===== config.mk =====
export PLATFORM = sky130hd
export DESIGN_NAME = pbra_ctrl
export DESIGN_NICKNAME = d
export VERILOG_FILES = /design/src/rtl/pbra_pkg.sv /design/src/rtl/pbra_ctrl.sv
export SDC_FILE = /design/constraint.sdc
export NUM_CORES = 1
export LEC_CHECK = 0
export ABC_CLOCK_PERIOD_IN_PS = 2800
export BUFFER_PORTS_ARGS = -buffer_cell sky130_fd_sc_hd__buf_2
export CAP_MARGIN = 10
export CORE_AREA = 2 2 39 41
export DETAILED_ROUTE_END_ITERATION = 7
export DIE_AREA = 0 0 41 43
export GPL_TIMING_DRIVEN = 0
export PLACE_DENSITY = 0.65
export SYNTH_ARGS = -nofsm -noshare
export SYNTH_HDL_FRONTEND = slang
export SYNTH_SLANG_ARGS = --single-unit

===== constraint.sdc =====
create_clock -name clk -period 2.8 [get_ports clk]
set_input_delay 0 -clock clk [delete_from_list [all_inputs] [get_ports clk]]
set_output_delay 0 -clock clk [all_outputs]
set_load 0.02 [all_outputs]

===== src/rtl/pbra_pkg.sv =====
// Package: shared constants, codes and controller/datapath types of the page allocator.
`default_nettype none
package pbra_pkg;

	localparam int MAX_PAGES_DEF = 1024;
	localparam int CNT_W         = 11;
	localparam int ADDR_W        = 48;
	localparam int BYTES_W       = 32;
	localparam int PAGE_SHIFT    = 12;
	localparam int PAGE_BYTES    = 4096;
	localparam int REG_IDX_W     = 2;

	localparam logic [REG_IDX_W-1:0] REG_ARENA_ENABLE = 2'd0;
	localparam logic [REG_IDX_W-1:0] REG_ARENA_PAGES  = 2'd1;
	localparam logic [REG_IDX_W-1:0] REG_ARENA_BASE   = 2'd2;

	localparam logic REQ_ALLOC = 1'b0;
	localparam logic REQ_FREE  = 1'b1;

	typedef enum logic [3:0] {
		ST_CLEAR,
		ST_IDLE,
		ST_START_HI,
		ST_SCAN_HI,
		ST_START_LO,
		ST_SCAN_LO,
		ST_FREE_RD,
		ST_FREE_CHK,
		ST_WALK,
		ST_DONE
	} state_t;

	typedef enum logic [3:0] {
		OP_NONE,
		OP_CLEAR,
		OP_ACCEPT,
		OP_START_HI,
		OP_START_LO,
		OP_SCAN,
		OP_RELEASE,
		OP_WALK,
		OP_FINISH
	} op_t;

	typedef struct packed {
		logic clear_done;
		logic is_free;
		logic alloc_ok;
		logic free_ok;
		logic found;
		logic scan_end;
		logic lo_empty;
		logic run_zero;
		logic walk_done;
		logic out_busy;
	} stat_t;

endpackage
`default_nettype wire


===== src/rtl/pbra_ctrl.sv =====
// Controller: request sequencing state machine.
`default_nettype none
module pbra_ctrl (
	input  wire             clk,
	input  wire             arst_n,
	input  wire             in_valid,
	output logic            in_ready,
	input  pbra_pkg::stat_t st,
	output pbra_pkg::op_t   op
);
	pbra_pkg::state_t state_q, state_n;

	always_ff @(posedge clk or negedge arst_n) begin
		if (!arst_n) begin
			state_q <= pbra_pkg::ST_CLEAR;
		end else begin
			state_q <= state_n;
		end
	end

	always_comb begin
		state_n  = state_q;
		op       = pbra_pkg::OP_NONE;
		in_ready = 1'b0;
		case (state_q)
			pbra_pkg::ST_CLEAR: begin
				op = pbra_pkg::OP_CLEAR;
				if (st.clear_done) state_n = pbra_pkg::ST_IDLE;
			end
			pbra_pkg::ST_IDLE: begin
				in_ready = 1'b1;
				if (in_valid) begin
					op = pbra_pkg::OP_ACCEPT;
					if (st.is_free) begin
						state_n = st.free_ok ? pbra_pkg::ST_FREE_RD : pbra_pkg::ST_DONE;
					end else begin
						state_n = st.alloc_ok ? pbra_pkg::ST_START_HI : pbra_pkg::ST_DONE;
					end
				end
			end
			pbra_pkg::ST_START_HI: begin
				op      = pbra_pkg::OP_START_HI;
				state_n = pbra_pkg::ST_SCAN_HI;
			end
			pbra_pkg::ST_SCAN_HI: begin
				op = pbra_pkg::OP_SCAN;
				if (st.found) begin
					state_n = pbra_pkg::ST_WALK;
				end else if (st.scan_end) begin
					state_n = st.lo_empty ? pbra_pkg::ST_DONE : pbra_pkg::ST_START_LO;
				end
			end
			pbra_pkg::ST_START_LO: begin
				op      = pbra_pkg::OP_START_LO;
				state_n = pbra_pkg::ST_SCAN_LO;
			end
			pbra_pkg::ST_SCAN_LO: begin
				op = pbra_pkg::OP_SCAN;
				if (st.found) begin
					state_n = pbra_pkg::ST_WALK;
				end else if (st.scan_end) begin
					state_n = pbra_pkg::ST_DONE;
				end
			end
			pbra_pkg::ST_FREE_RD: begin
				state_n = pbra_pkg::ST_FREE_CHK;
			end
			pbra_pkg::ST_FREE_CHK: begin
				op      = pbra_pkg::OP_RELEASE;
				state_n = st.run_zero ? pbra_pkg::ST_DONE : pbra_pkg::ST_WALK;
			end
			pbra_pkg::ST_WALK: begin
				op = pbra_pkg::OP_WALK;
				if (st.walk_done) state_n = pbra_pkg::ST_DONE;
			end
			pbra_pkg::ST_DONE: begin
				if (!st.out_busy) begin
					op      = pbra_pkg::OP_FINISH;
					state_n = pbra_pkg::ST_IDLE;
				end
			end
			default: state_n = pbra_pkg::ST_CLEAR;
		endcase
	end
endmodule
`default_nettype wire


==> results of run 1 <==
## per-layer routing
| layer | part of all wire (%) | track usage (%) | up-vias | wire length, um |
|---|---|---|---|---|
| li1 | - | - | 257 | - |
| met1 | 50 | 20.5 | 227 | 557 |
| met2 | 44 | 24.7 | 18 | 488 |
| met3 | 5.7 | 4.71 | 0 | 63 |
| met4 | 0 | 2.00 | 0 | 0 |
| met5 | 0 | 0 | - | 0 |
## repair_timing
item,4_1_cts,5_1_grt
hold buffers,1,0
hold endpoints to repair,4,0
setup buffers,0,0
## kinds of logic after synthesis
kind of cell | Yosys count | synth area share (%)
buffers and inverters | 6 | 6.63
multiplexers | 3 | 6.63
AND/OR/NAND/NOR | 23 | 29.6
flip-flops | 4 | 22.1
AO/OA/AOI/OAI | 22 | 35.1
## layout make-up
cell class                      count  area, sq um
Tap cell                           16         20.0
Sequential cell                     4          100
Timing Repair Buffer               18         95.1
Inverter                            1         3.75
Multi-Input combinational cell     48          323
Clock buffer                        3         22.5
Buffer                              5         26.3
Fill cell                         153          793
## synth_stat cells
library cell  n  share of area, %
or2_1         1               1.4
nand4b_1      1               1.9
inv_1         1              0.83
nand2b_1      1               1.4
nor2b_1       8                11
a22o_1        1               1.9
o21ai_0       5               5.5
nor3_2        1               2.2
or3b_2        1               1.9
a21boi_0      1               1.7
clkbuf_1      1              0.83
o31ai_1       2               3.3
dfrtp_1       4                22
mux2i_1       3               6.6
a31o_2        1               1.9
buf_4         1               1.7
a21oi_1       4               4.4
nor3_1        1               1.1
a211oi_1      2               3.3
nand2_1       4               3.3
a221o_1       1               2.2
a31o_1        1               1.9
buf_2         2               2.2
o21bai_1      1               1.7
o41ai_2       1               3.6
o21ba_2       1               2.2
nor2_1        4               3.3
clkbuf_2      1               1.1
o22ai_1       1               1.4
nor4b_1       1               1.9
## worst paths after layout
| check | to | startpoint | slack [ps] |
|---|---|---|---|
| min in group clk | state_q[2]$_DFFE_PN0P_ | st[4] | 110 |
| max in group asynchronous | state_q[0]$_DFFE_PN0P_ | arst_n | 2570 |
| setup reg to reg | state_q[0]$_DFFE_PN0P_ | state_q[2]$_DFFE_PN0P_ | 1130 |
| hold reg to reg | state_q[2]$_DFFE_PN0P_ | state_q[2]$_DFFE_PN0P_ | 750 |
| hold / removal | state_q[2]$_DFFE_PN0P_ | arst_n | 110 |
| setup / recovery | state_q[0]$_DFFE_PN0P_ | state_q[2]$_DFFE_PN0P_ | 1130 |
## cells in the final DEF (no fill, tap or decap)
cell	synthesis	layout
nor3_1	1	1
o31ai_1	2	2
a21boi_0	1	1
nor2_1	4	4
clkbuf_2	1	1
nand4b_1	1	1
o21ai_0	5	5
o41ai_2	1	1
a22o_1	1	1
o22ai_1	1	1
or3b_2	1	1
a211oi_1	2	2
clkbuf_1	1	1
nor3_2	1	1
or2_1	1	1
clkbuf_4	0	3
a21oi_1	4	4
o21ba_2	1	1
o21bai_1	1	1
nand2_1	4	4
inv_1	1	1
mux2i_1	3	3
dlygate4sd3_1	0	1
a31o_1	1	1
nor4b_1	1	1
a31o_2	1	1
dfrtp_1	4	4
a221o_1	1	1
nor2b_1	8	8
buf_2	2	19
nand2b_1	1	1
buf_4	1	1
## worst max-delay path, stage by stage, from the launching register on
cell and delay (ps):
dfrtp_1 370, or3b_2 530, nor3_2 290, a221o_1 230, o21ai_0 120
## report_power, final
group	internal (mW)	switching, mW	total, mW
Combinational	0.205	0.281	0.485
Sequential	0.0824	0.0202	0.103
Clock	0.0478	0.0223	0.0701
Total	0.335	0.323	0.658
==> impl_metrics.yaml, run 1 <==
place:
  dpl.hpwl_um: 870
  placed_area_sq_um: 558
  place_inst: 91
  place_congestion: 0.760
  portBuffers: 17
  dp_slack_ps: 1140
die:
  pin_count: 18
  initial_utilization_pct: 32.7
  dieArea_sq_um: 1760
  die_h_um: 43
  die_width_um: 41
  coreArea_sq_um: 1380
  num_rows: 14
sta:
  finalHoldViolCount: 0
  tightest_slew_ps: 430
  layout_setup_ws_ps: 1130
  fmax_ghz: 0.597
  setup_viol_count_final: 0
  rsz0062_at_grt: "no"
  fin_skew_ps: 5.15
  slew_viol_final: 0
  fin_crit_sh_pct: 59.8
  holdWs_ps: 109
  slew_headroom_pct: 70.9
  tns_ps: 0
  min_period_ps: 1670
grt:
  grt_pass1_wl_mm: 1.90
  grt_pass1_vias: 474
  grt_usage_pct: 15.5
  grt_overflow_total: 0
  grt_max_degree: 11
  antenna_found_initial: 0
finish:
  finalNetCount: 94
  stdcell_count: 95
  area_delta_synth_final_pct: 30.4
  final_util_pct: 42.7
  largest-register: "state_q"
  top_regs: "state_q: 4 flops"
  largest_reg_flops: 4
  final_layout_size_suffix_gt1_share_pct: 36.7
  postLayoutCellArea_sq_um: 591
  diodes: 0
power:
  power_density_nw_per_um2: 1110
  p_leak_nw: 0.275
  power_mw: 0.658
  ir_worst_vdd_mv: 0.524
synthesis:
  yosysSeqAreaShare_pct: 22.1
  syn_inst: 58
  syn_avg_cell_area_sq_um: 7.81
  ys_warn_count: 0
  yosysUniqueCellTypes: 30
  ys_ff_latch: 4
  syn-num-nets: 71
  synth_area_sq_um: 453
cts:
  clk_latency_ps: 230
  cts_num_sinks: 4
  cts_max_level: 1
  cts_tree: "built"
  cts_inserted_buffers: 3
  cts_buffer_depth: 2
  clk_pin_slew_ps: 40
  cts_resized: 0
  clockRootBuffer: "clkbuf_4"
min_path:
  worstHoldPathType: "in -> async"
worst_setup_path:
  cp_max_fo: 4
  critPathArrivalTime_ps: 1770
  r2r_cells: 4
  cp-start-kind: "flip-flop"
  end_kind: "flip-flop"
  critical_path_class: "reg -> reg"
  required_ps: 2900
drt:
  drt_iter0_markers: 8
  drc: 0
  drt_pass1_iterations: 4
  ant_nets: 0
  num_vias: 502
  wl_per_cell_um: 11.7
  wirelength_mm: 1.11
  viasPerCell: 5.28
job:
  drv_cap: 0
outcome:
  status: "completed"
(Power assumes the default switching activity.)
==> run 2, diff against run 1 <==
- ABC_AREA: not set -> 1
- ABC_CLOCK_PERIOD_IN_PS: 2800 -> 1600
- PLACE_DENSITY: 0.65 -> 0.67
- clock period: 2.8 -> 1.6 ns (I/O delays scaled with it)
==> impl_metrics.yaml, run 2 <==
outcome:
  status: "completed"
synthesis:
  yosysUniqueCellTypes: 14
  yosys.area.top_type: "nand2_1"
  ys_ff_latch: 4
  yosysSeqAreaShare_pct: 20.9
  synth_ff_type: "dfrtp_1"
  ys_warn_count: 0
  yosys-top-cells-area: "nand2_1, dfrtp_1, nand3_1, inv_1, nor2_2"
  syn_inst: 82
  synth_edf_count: 0
  synth_area_sq_um: 478
  ys_top_cells_by_count: "nand2_1, nand3_1, inv_1"
  yosysMostFrequentCell: "nand2_1"
  ys_async_sr_fraction_pct: 100
  syn_avg_cell_area_sq_um: 5.83
  syn-num-nets: 95
  synth_top_area_share_pct: 21.2
sta:
  slew_viol_final: 0
  tightest_slew_ps: 281
  rsz0062_at_grt: "no"
  slew_headroom_pct: 81.3
  tns_ps: 0
  fin_crit_sh_pct: 91.1
  layout_setup_ws_ps: 142
  finalHoldViolCount: 0
  min_period_ps: 1460
  fin_skew_ps: 4.52
  fmax_ghz: 0.686
  setup_viol_count_final: 0
worst_setup_path:
  cp_max_fo: 6
  crit_start: "state_q[3]$_DFFE_PN0P_"
  cp_cell_sequence: "nor2_2 > nand2_1 > o211ai_1 > buf_2"
  critPathArrivalTime_ps: 1460
  r2r_cells: 8
  max_stage_delay_ps: 420
  required_ps: 1600
  slowest_stage: "dfrtp_1"
  critical_path_class: "reg -> out"
  end_kind: "primary output"
  ff2ff_setup_slack_ps: 230
  r2r_end: "state_q[2]$_DFFE_PN0P_"
  rr_startpoint: "state_q[3]$_DFFE_PN0P_"
  cp-start-kind: "flip-flop"
place:
  dpl.hpwl_um: 870
  portBuffers: 17
  dp_slack_ps: 246
  place_congestion: 0.774
die:
  num_rows: 14
  pin_count: 18
  die_h_um: 43
  initial_utilization_pct: 34.5
  die_width_um: 41
  coreArea_sq_um: 1380
  dieArea_sq_um: 1760
power:
  p_leak_nw: 0.387
  power_mw: 1.09
  power_density_nw_per_um2: 1770
  ir_worst_vdd_mv: 0.938
finish:
  top_regs: "state_q: 4 flops"
  diodes: 0
  most-common-layout-cells: "nand2_1, buf_2, nand3_1"
  final_layout_size_suffix_gt1_share_pct: 35.0
  area_delta_synth_final_pct: 28.8
  finalNetCount: 118
  mostFrequentLayoutCell: "nand2_1"
  largest_reg_flops: 4
  n_fill_cell: 154
  largest-register: "state_q"
drt:
  viasPerCell: 4.57
  num_vias: 544
  wl_per_cell_um: 8.99
  drt_iter0_markers: 19
  ant_nets: 0
  drt_pass1_iterations: 4
  wirelength_mm: 1.07
  drc: 0
grt:
  grt_pass1_wl_mm: 1.81
  antenna_found_initial: 0
  grt_pass1_vias: 503
  grt_overflow_total: 0
  grt_max_degree: 7
  grt_usage_pct: 15.2
cts:
  clk_pin_slew_ps: 40
  cts_max_level: 1
  cts_num_sinks: 4
  cts_inserted_buffers: 3
  clockRootBuffer: "clkbuf_4"
  cts_resized: 0
  clk_latency_ps: 230
  cts_buffer_depth: 2
  cts_tree: "built"
job:
  drv_cap: 0
min_path:
  worstHoldPathType: "in -> async"
-- run 2: cell types whose count changed in the layout (fill, tap and decap cells not counted), sizes merged, moves of 4 or more --
cell | before | now
nor2 | 4 | 14
o21ai | 5 | 1
inv | 1 | 15
nand3 | 0 | 13
nand2 | 4 | 31
a21oi | 4 | 0
nor2b | 8 | 0
-- run 2: layout make-up --
type	count	area, sq um	share of cell area [%]
Tap cell	16	20.0	3.25
Timing Repair Buffer	18	95.1	15.4
Inverter	15	56.3	9.15
Sequential cell	4	100	16.3
Clock buffer	3	22.5	3.66
Multi-Input combinational cell	63	322	52.2
-- run 2: worst max-delay path by stage --
| stage | endpoint | cells after the start |
|---|---|---|
| after floorplan | state_q[1]$_DFFE_PN0P_ | 5 |
| after global placement | state_q[2]$_DFFE_PN0P_ | 8 |
| after detailed placement | state_q[2]$_DFFE_PN0P_ | 8 |
| after CTS | op[1] | 4 |
| after global routing | op[2] | 6 |
| final | op[1] | 4 |
-- run 2: routing by layer --
| layer | track usage, % | up-vias | routed length (um) |
|---|---|---|---|
| li1 | - | 296 | - |
| met1 | 20.3 | 223 | 480 |
| met2 | 20.9 | 23 | 509 |
| met3 | 3.66 | 2 | 70 |
| met4 | 9.33 | 0 | 9 |
| met5 | 0 | - | 0 |
-- run 2: kinds of logic (layout without fill, tap and decap cells) --
logic type / count (synthesis) / after routing / share of synthesized area, %
DFF: 4 / 4 / 20.9
and+or+nand+nor: 59 / 59 / 61.5
buffers and inverters: 15 / 36 / 11.8
AOI/OAI and AO/OA: 4 / 4 / 5.76
-- run 2: through the flow --
step,hold WS [ps],cell area [sq um],utilization [%],cells
floorplan,-296,478,-,82
global placement,-196,583,42.1,115
detailed placement,-195,583,42.1,115
CTS,90.1,616,44.5,119
global route,120,616,44.5,119
finish,110,616,44.5,119
-- run 2: what timing repair did --
item                                   in CTS  in global routing
buffers inserted                            0                  0
endpoints found under the hold margin       4                  0
hold buffers                                1                  0
-- run 2: where the power goes --
group	leakage (nW)	internal [mW]	total [mW]	switching, mW
Sequential	0.0513	0.142	0.200	0.0577
Clock	0.0138	0.0837	0.122	0.0381
Combinational	0.322	0.260	0.767	0.507
-- run 2: worst max-delay path, delay by kind of cell (launching register included) --
family	cells	cell delay, ps
compound gates	1	170
flops	1	420
simple gates	2	450
buf+inv	1	180
==> run 3, diff against run 2 <==
- CTS_BUF_LIST: not set -> sky130_fd_sc_hd__clkbuf_8
==> impl_metrics.yaml, run 3 (same netlist as run 2, synthesis figures left out) <==
worst_setup_path:
  cp_top_family: "simple AND/OR/NAND/NOR gates"
  critPathArrivalTime_ps: 1440
  required_ps: 1600
  critPathBufInv: 1
  cp-start-kind: "flip-flop"
  slowest_stage: "dfrtp_1"
  cp_cell_sequence: "nor2_2 > nand2_1 > o211ai_1 > buf_2"
  critical_path_class: "reg -> out"
  cp_max_fo: 6
  max_stage_delay_ps: 420
  end_kind: "primary output"
grt:
  grt_pass1_vias: 502
  antenna_found_initial: 0
  grt_pass1_wl_mm: 1.83
  grt_usage_pct: 15.3
  grt_max_degree: 7
  grt_overflow_total: 0
drt:
  num_vias: 546
  wl_met2_um: 512
  drt_pass1_iterations: 4
  wirelength_mm: 1.07
  drc: 0
  wl_per_cell_um: 9.03
  wl_met1_um: 489
  viasPerCell: 4.59
  routed.top_layer: "met4"
  ant_nets: 0
  drt_iter0_markers: 19
  dr_wl_met3_um: 63
die:
  initial_utilization_pct: 34.5
  coreArea_sq_um: 1380
  dieArea_sq_um: 1760
  pin_count: 18
  num_rows: 14
  die_h_um: 43
  die_width_um: 41
cts:
  cts_tree: "built"
  clk_pin_slew_ps: 30
  clockRootBuffer: "clkbuf_8"
  cts_setup_buffers: 0
  ctsHoldBuffers: 1
  cts_num_sinks: 4
  cts_max_level: 1
  cts_buffer_depth: 2
  cts_inserted_buffers: 3
  clk_latency_ps: 210
  cts_resized: 0
sta:
  holdWs_ps: 133
  fin_crit_sh_pct: 89.8
  tightest_slew_ps: 281
  fin_skew_ps: 1.69
  min_period_ps: 1440
  finalHoldViolCount: 0
  layout_setup_ws_ps: 164
  slew_viol_final: 0
  tns_ps: 0
  setup_viol_count_final: 0
  rsz0062_at_grt: "no"
  slew_headroom_pct: 81.3
  fmax_ghz: 0.696
place:
  portBuffers: 17
  place_congestion: 0.774
  dp_slack_ps: 246
  placed_area_sq_um: 583
  dpl.hpwl_um: 870
finish:
  n_fill_cell: 152
  largest_reg_flops: 4
  area_delta_synth_final_pct: 32.7
  finalNetCount: 118
  top_regs: "state_q: 4 flops"
  postLayoutCellArea_sq_um: 634
  diodes: 0
  largest-register: "state_q"
  most-common-layout-cells: "nand2_1, buf_2, nand3_1"
  mostFrequentLayoutCell: "nand2_1"
  final_layout_size_suffix_gt1_share_pct: 35.0
min_path:
  worstHoldPathType: "in -> async"
power:
  ir_worst_vdd_mv: 1.06
  power_density_nw_per_um2: 1850
  p_leak_nw: 0.395
job:
  drv_cap: 0
outcome:
  status: "completed"
-- run 3: worst register-to-register path, cell delays in order (launching register included) --
cell      delay [ps]
dfrtp_1          420
nor2_2           280
nand2_2          120
nand2_4          100
nand3b_4          80
nand2_4          100
inv_2             50
nand2_1           60
nand2_1           50
-- run 3: area by class of cell --
class,instances,area (sq um),share of cell area (%)
Clock buffer,3,41.3,6.51
Inverter,15,56.3,8.88
Multi-Input combinational cell,63,322,50.7
Sequential cell,4,100,15.8
Tap cell,16,20.0,3.16
Timing Repair Buffer,18,95.1,15.0
-- run 3: stage by stage --
stage / power, mW / utilization, % / cells
after floorplan: 0.779 / - / 82
after global placement: 0.966 / 42.1 / 115
after detailed placement: 0.967 / 42.1 / 115
after CTS: 1.19 / 45.8 / 119
after global routing: 1.28 / 45.8 / 119
final: 1.17 / 45.8 / 119
-- run 3: final timing paths --
path	start	end	slack [ps]	cells past startpoint
worst min register to register	state_q[3]$_DFFE_PN0P_	state_q[3]$_DFFE_PN0P_	580	2
max in group asynchronous	arst_n	state_q[0]$_DFFE_PN0P_	1350	2
worst min-delay path	arst_n	state_q[2]$_DFFE_PN0P_	130	2
worst max-delay path	state_q[3]$_DFFE_PN0P_	op[1]	160	4
min in group clk	st[4]	state_q[2]$_DFFE_PN0P_	200	5
worst max register to register	state_q[3]$_DFFE_PN0P_	state_q[2]$_DFFE_PN0P_	230	8
-- run 3: report_power, final --
| part | switching (mW) | total, mW | internal (mW) |
|---|---|---|---|
| Combinational | 0.506 | 0.767 | 0.260 |
| Sequential | 0.0577 | 0.200 | 0.142 |
| Clock | 0.0461 | 0.206 | 0.160 |
-- run 3: layer usage --
metal | vias to the layer above | global-route usage (%)
met5 | - | 0
li1 | 296 | -
met1 | 225 | 20.7
met2 | 23 | 20.9
met3 | 2 | 3.66
met4 | 0 | 9.33
